<file path="src/rtl/spq_pkg.sv">
package spq_pkg;

  localparam int QueueDepth = 16;
  localparam int CountW     = $clog2(QueueDepth + 1);
  localparam int PrioW      = 4;
  localparam int TagW       = 16;
  localparam int StatusW    = 2;
  localparam int OccW       = 5;

  typedef struct packed {
    logic [TagW-1:0]  tag;
    logic [PrioW-1:0] prio;
  } entry_t;

  typedef enum logic {
    CMD_INSERT = 1'b0,
    CMD_POP    = 1'b1
  } cmd_e;

  typedef enum logic [StatusW-1:0] {
    ST_INSERTED = 2'd0,
    ST_POPPED   = 2'd1,
    ST_EMPTY    = 2'd2,
    ST_FULL     = 2'd3
  } status_e;

  typedef enum logic [2:0] {
    OP_NONE,
    OP_INSERT,
    OP_POP,
    OP_REJECT_FULL,
    OP_REJECT_EMPTY
  } op_e;

  typedef enum logic {
    CS_IDLE,
    CS_HOLD
  } ctrl_state_e;

  typedef struct packed {
    op_e op;
  } dp_ctl_t;

  typedef struct packed {
    logic full;
    logic empty;
  } dp_status_t;

endpackage

</file>
<file path="src/rtl/spq_if.sv">
interface spq_in_if;
  logic                         valid;
  logic                         ready;
  logic                         cmd;
  logic [spq_pkg::PrioW-1:0]    prio;
  logic [spq_pkg::TagW-1:0]     tag;

  modport source (output valid, output cmd, output prio, output tag, input ready);
  modport sink   (input valid, input cmd, input prio, input tag, output ready);
endinterface

interface spq_out_if;
  logic                         valid;
  logic                         ready;
  logic [spq_pkg::StatusW-1:0]  status;
  logic [spq_pkg::TagW-1:0]     out_tag;
  logic [spq_pkg::PrioW-1:0]    out_prio;
  logic [spq_pkg::OccW-1:0]     occupancy;

  modport source (output valid, output status, output out_tag, output out_prio,
                  output occupancy, input ready);
  modport sink   (input valid, input status, input out_tag, input out_prio,
                  input occupancy, output ready);
endinterface

</file>
<file path="src/rtl/spq_ctrl.sv">
module spq_ctrl (
  input  logic                 clk_i,
  input  logic                 rst_ni,
  input  logic                 in_valid_i,
  input  logic                 cmd_i,
  output logic                 in_ready_o,
  output logic                 out_valid_o,
  input  logic                 out_ready_i,
  input  spq_pkg::dp_status_t  dp_status_i,
  output spq_pkg::dp_ctl_t     dp_ctl_o
);

  spq_pkg::ctrl_state_e state_q, state_d;
  logic                 fire;

  always_ff @(posedge clk_i or negedge rst_ni) begin
    if (!rst_ni) begin
      state_q <= spq_pkg::CS_IDLE;
    end else begin
      state_q <= state_d;
    end
  end

  always_comb begin
    in_ready_o  = (state_q == spq_pkg::CS_IDLE) || out_ready_i;
    out_valid_o = (state_q == spq_pkg::CS_HOLD);
    fire        = in_valid_i && in_ready_o;
    dp_ctl_o.op = spq_pkg::OP_NONE;
    if (fire) begin
      if (cmd_i == spq_pkg::CMD_INSERT) begin
        dp_ctl_o.op = dp_status_i.full ? spq_pkg::OP_REJECT_FULL : spq_pkg::OP_INSERT;
      end else begin
        dp_ctl_o.op = dp_status_i.empty ? spq_pkg::OP_REJECT_EMPTY : spq_pkg::OP_POP;
      end
    end
    state_d = state_q;
    unique case (state_q)
      spq_pkg::CS_IDLE: begin
        if (fire) state_d = spq_pkg::CS_HOLD;
      end
      spq_pkg::CS_HOLD: begin
        if (out_ready_i && !fire) state_d = spq_pkg::CS_IDLE;
      end
      default: state_d = spq_pkg::CS_IDLE;
    endcase
  end

endmodule

</file>
<file path="src/rtl/spq_datapath.sv">
module spq_datapath (
  input  logic                          clk_i,
  input  logic                          rst_ni,
  input  spq_pkg::dp_ctl_t              dp_ctl_i,
  output spq_pkg::dp_status_t           dp_status_o,
  input  logic [spq_pkg::PrioW-1:0]     prio_i,
  input  logic [spq_pkg::TagW-1:0]      tag_i,
  output logic [spq_pkg::StatusW-1:0]   status_o,
  output logic [spq_pkg::TagW-1:0]      out_tag_o,
  output logic [spq_pkg::PrioW-1:0]     out_prio_o,
  output logic [spq_pkg::OccW-1:0]      occupancy_o
);

  spq_pkg::entry_t                   slot_q [spq_pkg::QueueDepth];
  spq_pkg::entry_t                   slot_d [spq_pkg::QueueDepth];
  logic [spq_pkg::QueueDepth-1:0]    le;
  logic [spq_pkg::CountW-1:0]        count_q, count_d;
  spq_pkg::entry_t                   new_entry;
  logic                              shift_en;

  logic [spq_pkg::StatusW-1:0]       status_q, status_d;
  logic [spq_pkg::TagW-1:0]          tag_q, tag_d;
  logic [spq_pkg::PrioW-1:0]         prio_q, prio_d;
  logic [spq_pkg::OccW-1:0]          occ_q, occ_d;
  logic                              res_en;

  assign new_entry.tag  = tag_i;
  assign new_entry.prio = prio_i;

  // Every slot compares itself with the new priority; since the list is sorted,
  // the slots that stay in place form a prefix.
  for (genvar i = 0; i < spq_pkg::QueueDepth; i++) begin : g_slot
    assign le[i] = (spq_pkg::CountW'(i) < count_q) && (slot_q[i].prio <= prio_i);

    always_comb begin
      slot_d[i] = slot_q[i];
      if (dp_ctl_i.op == spq_pkg::OP_INSERT) begin
        if (!le[i]) begin
          if (i == 0) begin
            slot_d[i] = new_entry;
          end else if (le[(i == 0) ? 0 : i-1]) begin
            slot_d[i] = new_entry;
          end else begin
            slot_d[i] = slot_q[(i == 0) ? 0 : i-1];
          end
        end
      end else if (dp_ctl_i.op == spq_pkg::OP_POP) begin
        slot_d[i] = slot_q[(i == spq_pkg::QueueDepth-1) ? i : i+1];
      end
    end
  end

  assign shift_en = (dp_ctl_i.op == spq_pkg::OP_INSERT) || (dp_ctl_i.op == spq_pkg::OP_POP);
  assign res_en   = (dp_ctl_i.op != spq_pkg::OP_NONE);

  assign dp_status_o.full  = (count_q == spq_pkg::CountW'(spq_pkg::QueueDepth));
  assign dp_status_o.empty = (count_q == '0);

  always_comb begin
    count_d  = count_q;
    status_d = spq_pkg::ST_INSERTED;
    tag_d    = '0;
    prio_d   = '0;
    unique case (dp_ctl_i.op)
      spq_pkg::OP_INSERT: begin
        count_d  = count_q + spq_pkg::CountW'(1);
        status_d = spq_pkg::ST_INSERTED;
      end
      spq_pkg::OP_POP: begin
        count_d  = count_q - spq_pkg::CountW'(1);
        status_d = spq_pkg::ST_POPPED;
        tag_d    = slot_q[0].tag;
        prio_d   = slot_q[0].prio;
      end
      spq_pkg::OP_REJECT_FULL:  status_d = spq_pkg::ST_FULL;
      spq_pkg::OP_REJECT_EMPTY: status_d = spq_pkg::ST_EMPTY;
      default:                  status_d = spq_pkg::ST_INSERTED;
    endcase
    occ_d = spq_pkg::OccW'(count_d);
  end

  always_ff @(posedge clk_i or negedge rst_ni) begin
    if (!rst_ni) begin
      count_q <= '0;
    end else begin
      count_q <= count_d;
    end
  end

  always_ff @(posedge clk_i) begin
    if (shift_en) begin
      for (int i = 0; i < spq_pkg::QueueDepth; i++) begin
        slot_q[i] <= slot_d[i];
      end
    end
    if (res_en) begin
      status_q <= status_d;
      tag_q    <= tag_d;
      prio_q   <= prio_d;
      occ_q    <= occ_d;
    end
  end

  assign status_o    = status_q;
  assign out_tag_o   = tag_q;
  assign out_prio_o  = prio_q;
  assign occupancy_o = occ_q;

endmodule

</file>
<file path="src/rtl/stable_priority_queue_top.sv">
// Stable priority queue of up to 16 entries, each a 16-bit tag and a 4-bit
// priority. A lower priority number is served first; equal priorities leave
// in arrival order.
// The input channel in_i carries one item per access: cmd selects insert or
// pop, and prio and tag describe the inserted entry. The output channel out_o
// returns exactly one item per access with its status (inserted, popped, pop
// on empty, insert on full), the popped tag and priority, and the occupancy
// after the access.
// The entries sit in a chain of slot registers that all compare with the new
// priority at once and shift by one place, so the result item appears in the
// cycle after acceptance, and one item per cycle is sustained while the
// receiver keeps ready high.
// The result is held in an output register. While the receiver stalls, the
// block still accepts one new item in the cycle the held result is taken, and
// otherwise holds ready low.
// Reset empties the queue at once and clears any pending result.
module stable_priority_queue_top (
  input  logic      clk_i,
  input  logic      rst_ni,
  spq_in_if.sink    in_i,
  spq_out_if.source out_o
);

  spq_pkg::dp_ctl_t    dp_ctl;
  spq_pkg::dp_status_t dp_status;

  spq_ctrl u_ctrl (
    .clk_i       (clk_i),
    .rst_ni      (rst_ni),
    .in_valid_i  (in_i.valid),
    .cmd_i       (in_i.cmd),
    .in_ready_o  (in_i.ready),
    .out_valid_o (out_o.valid),
    .out_ready_i (out_o.ready),
    .dp_status_i (dp_status),
    .dp_ctl_o    (dp_ctl)
  );

  spq_datapath u_datapath (
    .clk_i       (clk_i),
    .rst_ni      (rst_ni),
    .dp_ctl_i    (dp_ctl),
    .dp_status_o (dp_status),
    .prio_i      (in_i.prio),
    .tag_i       (in_i.tag),
    .status_o    (out_o.status),
    .out_tag_o   (out_o.out_tag),
    .out_prio_o  (out_o.out_prio),
    .occupancy_o (out_o.occupancy)
  );

  a_result_follows: assert property (@(posedge clk_i) disable iff (!rst_ni)
    (in_i.valid && in_i.ready) |=> out_o.valid)
    else $error("accepted item produced no result");

  a_empty_zero: assert property (@(posedge clk_i) disable iff (!rst_ni)
    (out_o.valid && out_o.status == spq_pkg::ST_EMPTY) |->
    (out_o.occupancy == '0 && out_o.out_tag == '0 && out_o.out_prio == '0))
    else $error("pop on empty reported nonzero fields");

  a_full_occ: assert property (@(posedge clk_i) disable iff (!rst_ni)
    (out_o.valid && out_o.status == spq_pkg::ST_FULL) |->
    (out_o.occupancy == spq_pkg::OccW'(spq_pkg::QueueDepth)))
    else $error("insert on full reported wrong occupancy");

  a_insert_zero: assert property (@(posedge clk_i) disable iff (!rst_ni)
    (out_o.valid && out_o.status == spq_pkg::ST_INSERTED) |->
    (out_o.occupancy != '0 && out_o.out_tag == '0 && out_o.out_prio == '0))
    else $error("insert reported bad fields");

endmodule

</file>
<file path="src/flat_wrapper.sv">
// flat-port wrapper written by rule: the top's interface ports become plain ports
module stable_priority_queue_top_flat 
  (clk_i, rst_ni, in_i_valid, in_i_cmd, in_i_prio, in_i_tag, in_i_ready, out_o_valid, out_o_status, out_o_out_tag, out_o_out_prio, out_o_occupancy, out_o_ready);
  spq_in_if in_i_i ();
  spq_out_if out_o_i ();
  input  logic clk_i;
  input  logic rst_ni;
  input wire logic [$bits(in_i_i.valid)-1:0] in_i_valid;
  input wire logic [$bits(in_i_i.cmd)-1:0] in_i_cmd;
  input wire logic [$bits(in_i_i.prio)-1:0] in_i_prio;
  input wire logic [$bits(in_i_i.tag)-1:0] in_i_tag;
  output wire logic [$bits(in_i_i.ready)-1:0] in_i_ready;
  output wire logic [$bits(out_o_i.valid)-1:0] out_o_valid;
  output wire logic [$bits(out_o_i.status)-1:0] out_o_status;
  output wire logic [$bits(out_o_i.out_tag)-1:0] out_o_out_tag;
  output wire logic [$bits(out_o_i.out_prio)-1:0] out_o_out_prio;
  output wire logic [$bits(out_o_i.occupancy)-1:0] out_o_occupancy;
  input wire logic [$bits(out_o_i.ready)-1:0] out_o_ready;
  assign in_i_i.valid = in_i_valid;
  assign in_i_i.cmd = in_i_cmd;
  assign in_i_i.prio = in_i_prio;
  assign in_i_i.tag = in_i_tag;
  assign in_i_ready = in_i_i.ready;
  assign out_o_valid = out_o_i.valid;
  assign out_o_status = out_o_i.status;
  assign out_o_out_tag = out_o_i.out_tag;
  assign out_o_out_prio = out_o_i.out_prio;
  assign out_o_occupancy = out_o_i.occupancy;
  assign out_o_i.ready = out_o_ready;
  stable_priority_queue_top u_core (.clk_i(clk_i), .rst_ni(rst_ni), .in_i(in_i_i), .out_o(out_o_i));
endmodule
</file>
<file path="config.mk">
export PLATFORM = sky130hd
export DESIGN_NAME = stable_priority_queue_top_flat
export DESIGN_NICKNAME = d
export VERILOG_FILES = /design/src/rtl/spq_pkg.sv /design/src/rtl/spq_if.sv /design/src/rtl/spq_ctrl.sv /design/src/rtl/spq_datapath.sv /design/src/rtl/stable_priority_queue_top.sv /design/src/flat_wrapper.sv
export SDC_FILE = /design/constraint.sdc
export NUM_CORES = 1
export LEC_CHECK = 0
export BUFFER_PORTS_ARGS = -buffer_cell sky130_fd_sc_hd__buf_2
export CAP_MARGIN = 10
export CORE_ASPECT_RATIO = 0.8
export CORE_UTILIZATION = 35
export CTS_BUF_LIST = sky130_fd_sc_hd__clkbuf_4
export DETAILED_ROUTE_END_ITERATION = 7
export SLEW_MARGIN = 20
export SYNTH_ARGS = -nofsm -noshare
export SYNTH_HDL_FRONTEND = slang
export SYNTH_SLANG_ARGS = --single-unit
</file>
<file path="constraint.sdc">
create_clock -name clk_i -period 3.86 [get_ports clk_i]
set_input_delay 0.772 -clock clk_i [delete_from_list [all_inputs] [get_ports clk_i]]
set_output_delay 0.772 -clock clk_i [all_outputs]
set_load 0.01 [all_outputs]
</file>
==> out/results.tsv, run 1 <==
stage	metric	value	unit
cells_and_area	fin util	39.6	%
route	1st-pass router iterations	8	
synthesis	mapped cell area	18800	sq um
synthesis	sequential share of the synthesized area	56.2	%
synthesis	most common flop cell mapped by yosys	edfxtp_1	
synthesis	Yosys top cell by area	edfxtp_1	
synthesis	Post-synth ARST share	1.70	%
sta	max-slew violations	0	
clock_tree	Sink Count	353	
clock_tree	H-tree Lvls	3	
floorplanning	Boundary Pins	54	
run_status	failing checks	DRC	
critical_path	Setup Crit Path Kind	reg -> reg	
sta	setup repair after global routing missed its margin	no	
floorplanning	Die Height	209	um
synthesis	most common cell in the netlist	edfxtp_1	
power_and_ir_drop	Design Power	13000	uW
synthesis	flops & latches, synth	353	
synthesis	largest cells by area after synthesis	edfxtp_1 (55%), o211ai_1 (7.0%), nand2_1 (6.5%), nand3_1 (5.3%), ha_1 (4.5%)	
sta	Tcrit/Tclk final	81.2	%
cells_and_area	design area	20900	sq um
sta	# setup viols final	0	
floorplanning	Core Area	52700	sq um
global_routing	first-pass GRT wire length	74300	um
critical_path	CP endpoint kind	flop	
cells_and_area	area delta synth->final	11.0	%
synthesis	Synth top area share	55.4	%
power_and_ir_drop	Max IR drop VDD	304	uV
clock_tree	TritonCTS clock tree	built	
clock_tree	clk_lat worst skew	820	ps
global_routing	largest net degree at the start of global routing	213	
route	total number of vias	13872	
synthesis	synthesis warning total	0	
place	placed cell areas	19700	sq um
global_routing	total congestion overflow	0	
sta	clk_skew	39.0	ps
synthesis	number of flops mapped to enable cells by yosys	347	
floorplanning	DIE WIDTH	261	um
global_routing	number of global-route vias before repair	13538	
synthesis	Synth cell types	46	
critical_path	CP Max Fanout	111	
clock_tree	clock root cell	clkbuf_4	
critical_path	CP Launch Type	flop	
synthesis	commonest cells in the netlist	edfxtp_1 (347), nand2_1 (325), nand3_1 (200)	
power_and_ir_drop	PD cells	622	nW/um^2
sta	hold_ws	216	ps
route	WL/cell	18.0	um
route	WL final	46200	um
power_and_ir_drop	leakage power	0.00778	uW
clock_tree	TritonCTS Buffers	93	
floorplanning	Initial Util	35.7	%
floorplanning	Die ar.	54700	sq um
sta	TNS Setup	0	ps
sta	Slew Limit Headroom	36.0	%
place	Port Buffer Count	53	
cells_and_area	final net count	1892	
place	dpl hpwl	31200	um
cells_and_area	number of fill cells	5232	
run_status	run status	finished, violations left	
clock_tree	Post-CTS Hold Fix Bufs	1	
clock_tree	Worst-path clk slew	70	ps
global_routing	initial antenna violation count	5	
sta	Tmin final	3140	ps
cells_and_area	share of cells above drive strength 1	15.7	%
place	gpl congestion	0.844	
sta	FMAX	319	MHz
floorplanning	Rows	75	
critical_path	Arr. time, crit path	3780	ps
route	vias per cell	5.41	
sta	final hold violation count	0	
route	DRT iter0 DRCs	1433	
clock_tree	cts repair resizes	0	
clock_tree	Longest Clk Path Bufs	3	
critical_path	Critical Path RT	4500	ps
route	drt drc	6	
synthesis	syn_nets	1849	
route	ANT nets after route	0	
hold_path	min-delay worst type	in -> reg	
synthesis	Syn Area/Cell	10.7	sq um
synthesis	cell count after synthesis	1756	
global_routing	Total Routing Usage GR	16.9	%
clock_tree	# Post-CTS Setup Buffers	0	
sta	worst slew pin tran	960	ps
flow_run	max cap viols	0	
[through the flow]
step,setup WS [ps],instances
6_report,724,2565
5_1_grt,487,2564
4_1_cts,687,2558
3_5_place_dp,252,2396
3_3_place_gp,326,2396
2_1_floorplan,293,1756
[kinds of logic after synthesis]
| kind of cell | share of synthesized area [%] |
|---|---|
| compound gates | 15.7 |
| xor+xnor | 0.186 |
| fa+ha+maj | 4.52 |
| buf+inv | 4.81 |
| flops | 56.2 |
| mux | 4.07 |
| simple gates | 14.6 |
[final timing paths]
path	start	end	slack [ps]	cells past startpoint
worst max-delay path	u_core.u_datapath.count_q[0]	u_core.u_datapath.slot_q[0][118]	720	8
worst min-delay path	in_i_valid	u_core.u_ctrl.out_valid_o	220	2
worst max register to register	u_core.u_datapath.count_q[0]	u_core.u_datapath.slot_q[0][118]	720	8
worst min register to register	u_core.u_datapath.slot_q[1][126]	u_core.u_datapath.slot_q[1][106]	550	2
max in group asynchronous	rst_ni	u_core.u_datapath.count_q[4]	3380	2
min in group asynchronous	rst_ni	u_core.u_datapath.count_q[2]	330	2
[metal layers]
metal  up-vias  track usage (%)  part of all wire (%)
li1       6790                -                     -
met1      6543             25.9                    51
met2       474             23.1                    41
met3        65             4.01                   6.9
met4         0             5.49                   1.6
met5         -                0                     0
[where the power goes]
group / leakage (uW) / internal [uW] / switching (uW) / total [uW]
sequential: 0.00335 / 5250 / 444 / 5690
combinational: 0.00373 / 1330 / 2680 / 4010
clock: 0.000707 / 1740 / 1550 / 3300
total: 0.00778 / 8320 / 4680 / 13000
[sequential cells by signal, summed over array words and instances (netlist names)]
name and count:
u_core.u_datapath.status_o 2, u_core.u_datapath.slot_q 320, u_core.u_ctrl.out_valid_o 1, u_core.u_datapath.out_tag_o 16, u_core.u_datapath.occupancy_o 5, u_core.u_datapath.count_q 5
u_core.u_datapath.out_prio_o 4
[critical path, stage by stage (launching register included)]
cell	delay [ps]
dfrtp_1	540
inv_1	170
ha_1	260
nor3b_4	190
a211oi_4	440
buf_12	430
buf_4	530
nand3_1	160
o211ai_1	130
[cells in the final DEF (no fill, tap or decap), types with 7 or more instances in the layout]
master / Yosys / routed
nor2_1: 45 / 45
ha_1: 68 / 68
nor2b_1: 14 / 14
a31oi_1: 41 / 41
clkinv_1: 0 / 9
a41o_1: 11 / 11
inv_1: 28 / 27
o2111ai_1: 9 / 9
nand2_1: 325 / 325
o211ai_1: 176 / 176
diode_2: 0 / 7
nand3_1: 200 / 200
buf_4: 19 / 48
and2_1: 19 / 19
edfxtp_1: 347 / 347
mux2i_1: 54 / 54
o221ai_1: 14 / 11
o21ai_0: 109 / 105
clkbuf_4: 0 / 143
a21oi_1: 62 / 60
mux2_2: 20 / 20
buf_2: 91 / 53
[final cells by class]
class                   count  area, sq um  share of cell area [%]
clock buffers             143         1070                    5.14
multi-input cells        1215         7390                    35.4
repair buffers            108          756                    3.62
well taps                 693          867                    4.15
diodes                      7         17.5                  0.0839
inverters                  28          105                   0.503
clock inverters            18          109                   0.521
flip-flops and latches    353        10600                    50.6
Power figures use the tool's default switching activity.
==> run 2, diff against run 1 <==
Clock period 3.86 ns to 3.3 ns, I/O delays scaled along.
==> out/results.tsv, run 2 (synthesis gave the netlist of run 1 again) <==
stage	metric	value	unit	change
place	dpl hpwl	32200	um	was 31200 um
critical_path	FF-to-FF Start	u_core.u_datapath.count_q[0]		unchanged
sta	clk_skew	45.7	ps	was 39.0 ps
route	total number of vias	14080		was 13872
cells_and_area	share of cells above drive strength 1	14.9	%	was 15.7%
cells_and_area	Reg area	10600	sq um	unchanged
sta	setup repair after global routing missed its margin	no		unchanged
route	DRT iter0 DRCs	1726		was 1433
place	pre-CTS setup slack	343	ps	was 252 ps
critical_path	Setup Crit Path Kind	reg -> reg		unchanged
clock_tree	TritonCTS clock tree	built		unchanged
place	placed cell areas	19700	sq um	about the same
critical_path	CP Max Fanout	91		was 111
sta	worst slew pin tran	732	ps	was 960 ps
floorplanning	Core Area	52700	sq um	unchanged
power_and_ir_drop	Switching Share	36.2	%	was 36.0%
cells_and_area	fin util	39.5	%	was 39.6%
route	ANT nets after route	0		unchanged
floorplanning	DIE WIDTH	261	um	unchanged
power_and_ir_drop	power share of the sequential group	44.0	%	was 43.8%
critical_path	CP Launch Type	flop		unchanged
cells_and_area	area delta synth->final	10.8	%	was 11.0%
floorplanning	Boundary Pins	54		unchanged
power_and_ir_drop	PD cells	730	nW/um^2	was 622 nW/um^2
critical_path	R2R setup slack	260	ps	was 720 ps
cells_and_area	multi-input logic area	7390	sq um	about the same
cells_and_area	final net count	1891		was 1892
power_and_ir_drop	clock share of power	24.8	%	was 25.3%
floorplanning	Rows	75		unchanged
sta	Tmin final	3040	ps	was 3140 ps
clock_tree	Longest Clk Path Bufs	3		unchanged
clock_tree	Worst-path clk slew	70	ps	about the same
clock_tree	clk_lat worst skew	790	ps	was 820 ps
power_and_ir_drop	leakage power	0.00776	uW	was 0.00778 uW
global_routing	number of global-route vias before repair	13519		was 13538
sta	final hold violation count	0		unchanged
sta	FMAX	329	MHz	was 319 MHz
route	WL final	47200	um	was 46200 um
sta	# setup viols final	0		unchanged
cells_and_area	max reg flops	320		unchanged
critical_path	CP endpoint kind	flop		unchanged
critical_path	worst r2r path cells	7		was 8
sta	hold_ws	122	ps	was 216 ps
power_and_ir_drop	combinational share of power	31.2	%	was 30.9%
route	WL/cell	18.5	um	was 18.0 um
power_and_ir_drop	Psw	5510	uW	was 4680 uW
sta	final worst setup slack	264	ps	was 724 ps
clock_tree	TritonCTS Buffers	90		was 93
global_routing	Total Routing Usage GR	17.3	%	was 16.9%
sta	max-slew violations	0		unchanged
route	vias per cell	5.52		was 5.41
power_and_ir_drop	cell-internal power	9710	uW	was 8320 uW
global_routing	largest net degree at the start of global routing	149		was 213
critical_path	Worst R2R End	u_core.u_datapath.slot_q[1][54]		was u_core.u_datapath.slot_q[0][118]
sta	Slew Limit Headroom	51.0	%	was 36.0%
critical_path	critical path endpoint	u_core.u_datapath.slot_q[1][54]		was u_core.u_datapath.slot_q[0][118]
sta	TNS Setup	0	ps	unchanged
run_status	run status	finished clean		was finished, violations left
floorplanning	Initial Util	35.7	%	unchanged
critical_path	CP cell instances	inv_1, ha_1, nor3b_4, a211oi_4, buf_12, nand2_1, o211ai_1		was inv_1, ha_1, nor3b_4, a211oi_4, buf_12, buf_4, nand3_1, o211ai_1
hold_path	min-delay worst type	in -> reg		unchanged
clock_tree	H-tree Lvls	3		unchanged
power_and_ir_drop	Max IR drop VDD	251	uV	was 304 uV
critical_path	crit-path max cell delay	530	ps	was 540 ps
clock_tree	Sink Count	353		unchanged
critical_path	Arr. time, crit path	3630	ps	was 3780 ps
place	gpl congestion	0.802		was 0.844
flow_run	max cap viols	0		unchanged
route	1st-pass router iterations	7		was 8
cells_and_area	design area	20800	sq um	was 20900 sq um
global_routing	total congestion overflow	0		unchanged
cells_and_area	most common cell after layout, fill and taps aside	edfxtp_1		unchanged
critical_path	worst setup path start	u_core.u_datapath.count_q[0]		unchanged
global_routing	initial antenna violation count	2		was 5
floorplanning	Die ar.	54700	sq um	unchanged
cells_and_area	number of fill cells	5209		was 5232
sta	Tcrit/Tclk final	92.0	%	was 81.2%
critical_path	Critical Path RT	3900	ps	was 4500 ps
critical_path	CP max-delay cell	dfrtp_1		unchanged
floorplanning	Die Height	209	um	unchanged
global_routing	first-pass GRT wire length	75400	um	was 74300 um
cells_and_area	commonest non-fill, non-tap cells in the layout	edfxtp_1 (347), nand2_1 (324), nand3_1 (200), o211ai_1 (176), clkbuf_4 (125)		was edfxtp_1 (347), nand2_1 (325), nand3_1 (200), o211ai_1 (176), clkbuf_4 (143)
route	drt drc	0		was 6
clock_tree	clock root cell	clkbuf_4		unchanged
place	Port Buffer Count	53		unchanged
cells_and_area	Biggest register	u_core.u_datapath.slot_q		unchanged
run 2: timing repair:
item,in CTS,in global routing
endpoints found under the setup margin,0,0
endpoints found under the hold margin,6,0
gates resized for setup,0,0
buffers inserted,0,0
hold buffers,1,0
run 2: through the flow:
stage / total power (uW) / instances
floorplan: 10100 / 1756
global placement: 11300 / 2398
detailed placement: 11500 / 2398
CTS: 15300 / 2547
global route: 16100 / 2550
finish: 15200 / 2550
run 2: worst min-delay path by stage:
stage	from	end	slack, ps	cells past startpoint
2_1_floorplan	rst_ni	u_core.u_ctrl.out_valid_o	360	0
3_3_place_gp	rst_ni	u_core.u_ctrl.out_valid_o	490	1
3_5_place_dp	rst_ni	u_core.u_ctrl.out_valid_o	490	1
4_1_cts	in_i_valid	u_core.u_ctrl.out_valid_o	60	2
5_1_grt	in_i_valid	u_core.u_ctrl.out_valid_o	30	2
6_report	in_i_valid	u_core.u_ctrl.out_valid_o	120	2
run 2: power groups by stage:
stage | Combinational, uW | Sequential (uW) | Clock, uW
2_1_floorplan | 3610 | 6510 | 0
4_1_cts | 4720 | 6680 | 3860
3_5_place_dp | 4700 | 6770 | 0
5_1_grt | 5260 | 6780 | 4100
6_report | 4750 | 6700 | 3770
3_3_place_gp | 4540 | 6750 | 0
run 2: metal layers:
layer  vias to the layer above  wire length, um  track usage (%)  part of all wire (%)
met2                       568            19000             23.3                    40
met3                        88             3530             3.65                   7.5
li1                       6772                -                -                     -
met4                         0              947             5.15                   2.0
met1                      6652            23700             27.1                    50
met5                         -                0                0                     0
run 2: layout make-up:
cell class | count | share of cell area (%)
timing repair buffer | 110 | 3.82
multi-input combinational | 1215 | 35.5
clock inverter | 23 | 0.804
antenna | 3 | 0.0360
sequential | 353 | 50.7
inverter | 28 | 0.504
clock buffer | 125 | 4.50
tap | 693 | 4.16
run 2: critical path, delay by kind of cell (launching register included):
kind	cells	cell delay [ps]
simple gates	2	720
flops	1	530
buf+inv	2	590
fa+ha+maj	1	270
compound gates	2	660
==> run 3, diff against run 2 <==
Settings changed: CORE_UTILIZATION 35 to 59, PLACE_DENSITY from default to 0.79.
Clock period 3.3 ns to 2.5 ns, I/O delays scaled along.
==> out/results.tsv, run 3 (synthesis gave the netlist of run 1 again) <==
stage	metric	value	unit	change
floorplanning	Die Height	162	um	was 209 um
cells_and_area	design area	21200	sq um	was 20800 sq um
power_and_ir_drop	PD cells	967	nW/um^2	was 730 nW/um^2
clock_tree	clk_lat worst skew	780	ps	was 790 ps
critical_path	Setup Crit Path Kind	reg -> reg		unchanged
power_and_ir_drop	leakage power	0.00805	uW	was 0.00776 uW
sta	FMAX	416	MHz	was 329 MHz
place	gpl congestion	0.894		was 0.802
floorplanning	Rows	58		was 75
floorplanning	Core Area	31400	sq um	was 52700 sq um
place	placed cell areas	20000	sq um	was 19700 sq um
floorplanning	Initial Util	59.9	%	was 35.7%
route	total number of vias	14335		was 14080
cells_and_area	share of cells above drive strength 1	17.9	%	was 14.9%
global_routing	largest net degree at the start of global routing	177		was 149
sta	clk_skew	53.5	ps	was 45.7 ps
critical_path	Critical Path RT	3070	ps	was 3900 ps
hold_path	min-delay worst type	in -> async		was in -> reg
critical_path	CP Max Fanout	32		was 91
sta	TNS Setup	0	ps	unchanged
cells_and_area	area delta synth->final	12.8	%	was 10.8%
critical_path	Largest delay share family, worst path	buffers and inverters		was simple AND/OR/NAND/NOR gates
sta	Slew Limit Headroom	55.4	%	was 51.0%
place	pre-CTS setup slack	-13.5	ps	was 343 ps
clock_tree	Sink Count	353		unchanged
clock_tree	H-tree Lvls	3		unchanged
critical_path	CP max-delay cell	dfrtp_2		was dfrtp_1
critical_path	CP cell instances	inv_1, ha_1, nor3b_4, buf_4, a211oi_4, buf_12, buf_12, nand2_1, buf_4, o211ai_1		was inv_1, ha_1, nor3b_4, a211oi_4, buf_12, nand2_1, o211ai_1
cells_and_area	number of fill cells	2310		was 5209
cells_and_area	post-route insts no fill	2313		was 2550
critical_path	CP endpoint kind	flop		unchanged
global_routing	number of global-route vias before repair	13460		was 13519
sta	final worst setup slack	94.8	ps	was 264 ps
sta	# setup viols final	0		unchanged
cells_and_area	most common cell after layout, fill and taps aside	edfxtp_1		unchanged
sta	worst slew pin tran	668	ps	was 732 ps
sta	Tmin final	2410	ps	was 3040 ps
cells_and_area	max reg flops	320		unchanged
route	1st-pass router iterations	5		was 7
route	WL/cell	19.1	um	was 18.5 um
place	dpl hpwl	30300	um	was 32200 um
cells_and_area	multi-input logic area	7500	sq um	was 7390 sq um
clock_tree	Worst-path clk slew	60	ps	was 70 ps
clock_tree	TritonCTS clock tree	built		unchanged
flow_run	max cap viols	0		unchanged
power_and_ir_drop	Max IR drop VDD	615	uV	was 251 uV
run_status	run status	finished clean		unchanged
floorplanning	Boundary Pins	54		unchanged
route	ANT nets after route	0		unchanged
critical_path	CP Launch Type	flop		unchanged
clock_tree	clock root cell	clkbuf_4		unchanged
critical_path	crit-path max cell delay	350	ps	was 530 ps
route	WL final	44200	um	was 47200 um
cells_and_area	fin util	67.5	%	was 39.5%
cells_and_area	Reg area	10600	sq um	about the same
floorplanning	DIE WIDTH	202	um	was 261 um
cells_and_area	Biggest register	u_core.u_datapath.slot_q		unchanged
cells_and_area	commonest non-fill, non-tap cells in the layout	edfxtp_1 (347), nand2_1 (309), nand3_1 (200), o211ai_1 (176), clkbuf_4 (127)		was edfxtp_1 (347), nand2_1 (324), nand3_1 (200), o211ai_1 (176), clkbuf_4 (125)
clock_tree	TritonCTS Buffers	87		was 90
sta	Tcrit/Tclk final	96.2	%	was 92.0%
sta	final hold violation count	0		unchanged
global_routing	first-pass GRT wire length	70200	um	was 75400 um
critical_path	Arr. time, crit path	2980	ps	was 3630 ps
critical_path	worst path bufs/invs	5		was 2
clock_tree	Longest Clk Path Bufs	3		unchanged
place	DP Cell Count	2162		was 2398
route	DRT iter0 DRCs	1479		was 1726
global_routing	total congestion overflow	0		unchanged
global_routing	initial antenna violation count	1		was 2
route	vias per cell	6.20		was 5.52
sta	max-slew violations	0		unchanged
cells_and_area	final net count	1931		was 1891
route	drt drc	0		unchanged
global_routing	Total Routing Usage GR	26.7	%	was 17.3%
place	Port Buffer Count	53		unchanged
floorplanning	Die ar.	32600	sq um	was 54700 sq um
==> run 3: changes by cell type in the layout (fill, tap and decap cells not counted), sizes merged <==
cell,change
buf,+40
clkinv,-6
clkbuf,+4
clkinvlp,+2
diode,-2
inv,-2
bufinv,-1
dlygate4sd3,+1
==> run 3: through the flow <==
step	hold slack (ps)	power, uW
finish	81.1	20500
global route	84.8	21600
CTS	39.0	20400
detailed placement	330	15600
global placement	327	15300
floorplan	204	13400
==> run 3: repair_timing <==
item / 4_1_cts / 5_1_grt
setup buffers: 0 / 3
endpoints found under the setup margin: 0 / 219
hold buffers: 2 / 0
endpoints found under the hold margin: 7 / 0
resized for setup: 0 / 8
==> run 3: routing by layer <==
| metal | up-vias | GRT usage [%] | share of wire (%) |
|---|---|---|---|
| met1 | 6731 | 40.2 | 45 |
| met5 | - | 0 | 0 |
| li1 | 6836 | - | - |
| met4 | 0 | 8.61 | 1.6 |
| met2 | 701 | 39.3 | 44 |
| met3 | 67 | 4.76 | 9.1 |
==> run 3: worst reg2reg max path, cell delays in order (launching register included) <==
cell and delay, ps:
dfrtp_2 350, inv_1 60, ha_1 240, nor3b_4 180, buf_4 170, a211oi_4 270, buf_12 190, buf_12 190
nand2_1 150, buf_4 220, o211ai_1 200
==> run 3: where the power goes <==
part	switching, uW	total, uW	internal (uW)
combinational	4270	6910	2640
clock	2310	4830	2520
sequential	684	8790	8110
==> run 3: worst paths after layout <==
kind                                            startpoint                                to  slack [ps]  depth (start not counted)
min in group clk_i                            in_i_tag[13]  u_core.u_datapath.slot_q[1][157]         170                          2
hold reg to reg            u_core.u_datapath.slot_q[0][25]    u_core.u_datapath.slot_q[0][5]         550                          2
setup reg to reg              u_core.u_datapath.count_q[0]   u_core.u_datapath.slot_q[1][48]          90                         10
max in group asynchronous                           rst_ni      u_core.u_datapath.count_q[0]        2260                          2
setup / recovery              u_core.u_datapath.count_q[0]   u_core.u_datapath.slot_q[1][48]          90                         10
hold / removal                                      rst_ni      u_core.u_datapath.count_q[4]          80                          2
==> run 3: final cells by class <==
class / count / share of cell area (%)
Clock inverter: 16 / 0.619
Multi-Input combinational cell: 1215 / 35.3
Inverter: 28 / 0.507
Sequential cell: 353 / 49.8
Tap cell: 420 / 2.48
Clock buffer: 127 / 4.49
Antenna cell: 1 / 0.0118
Timing Repair Buffer: 153 / 6.75
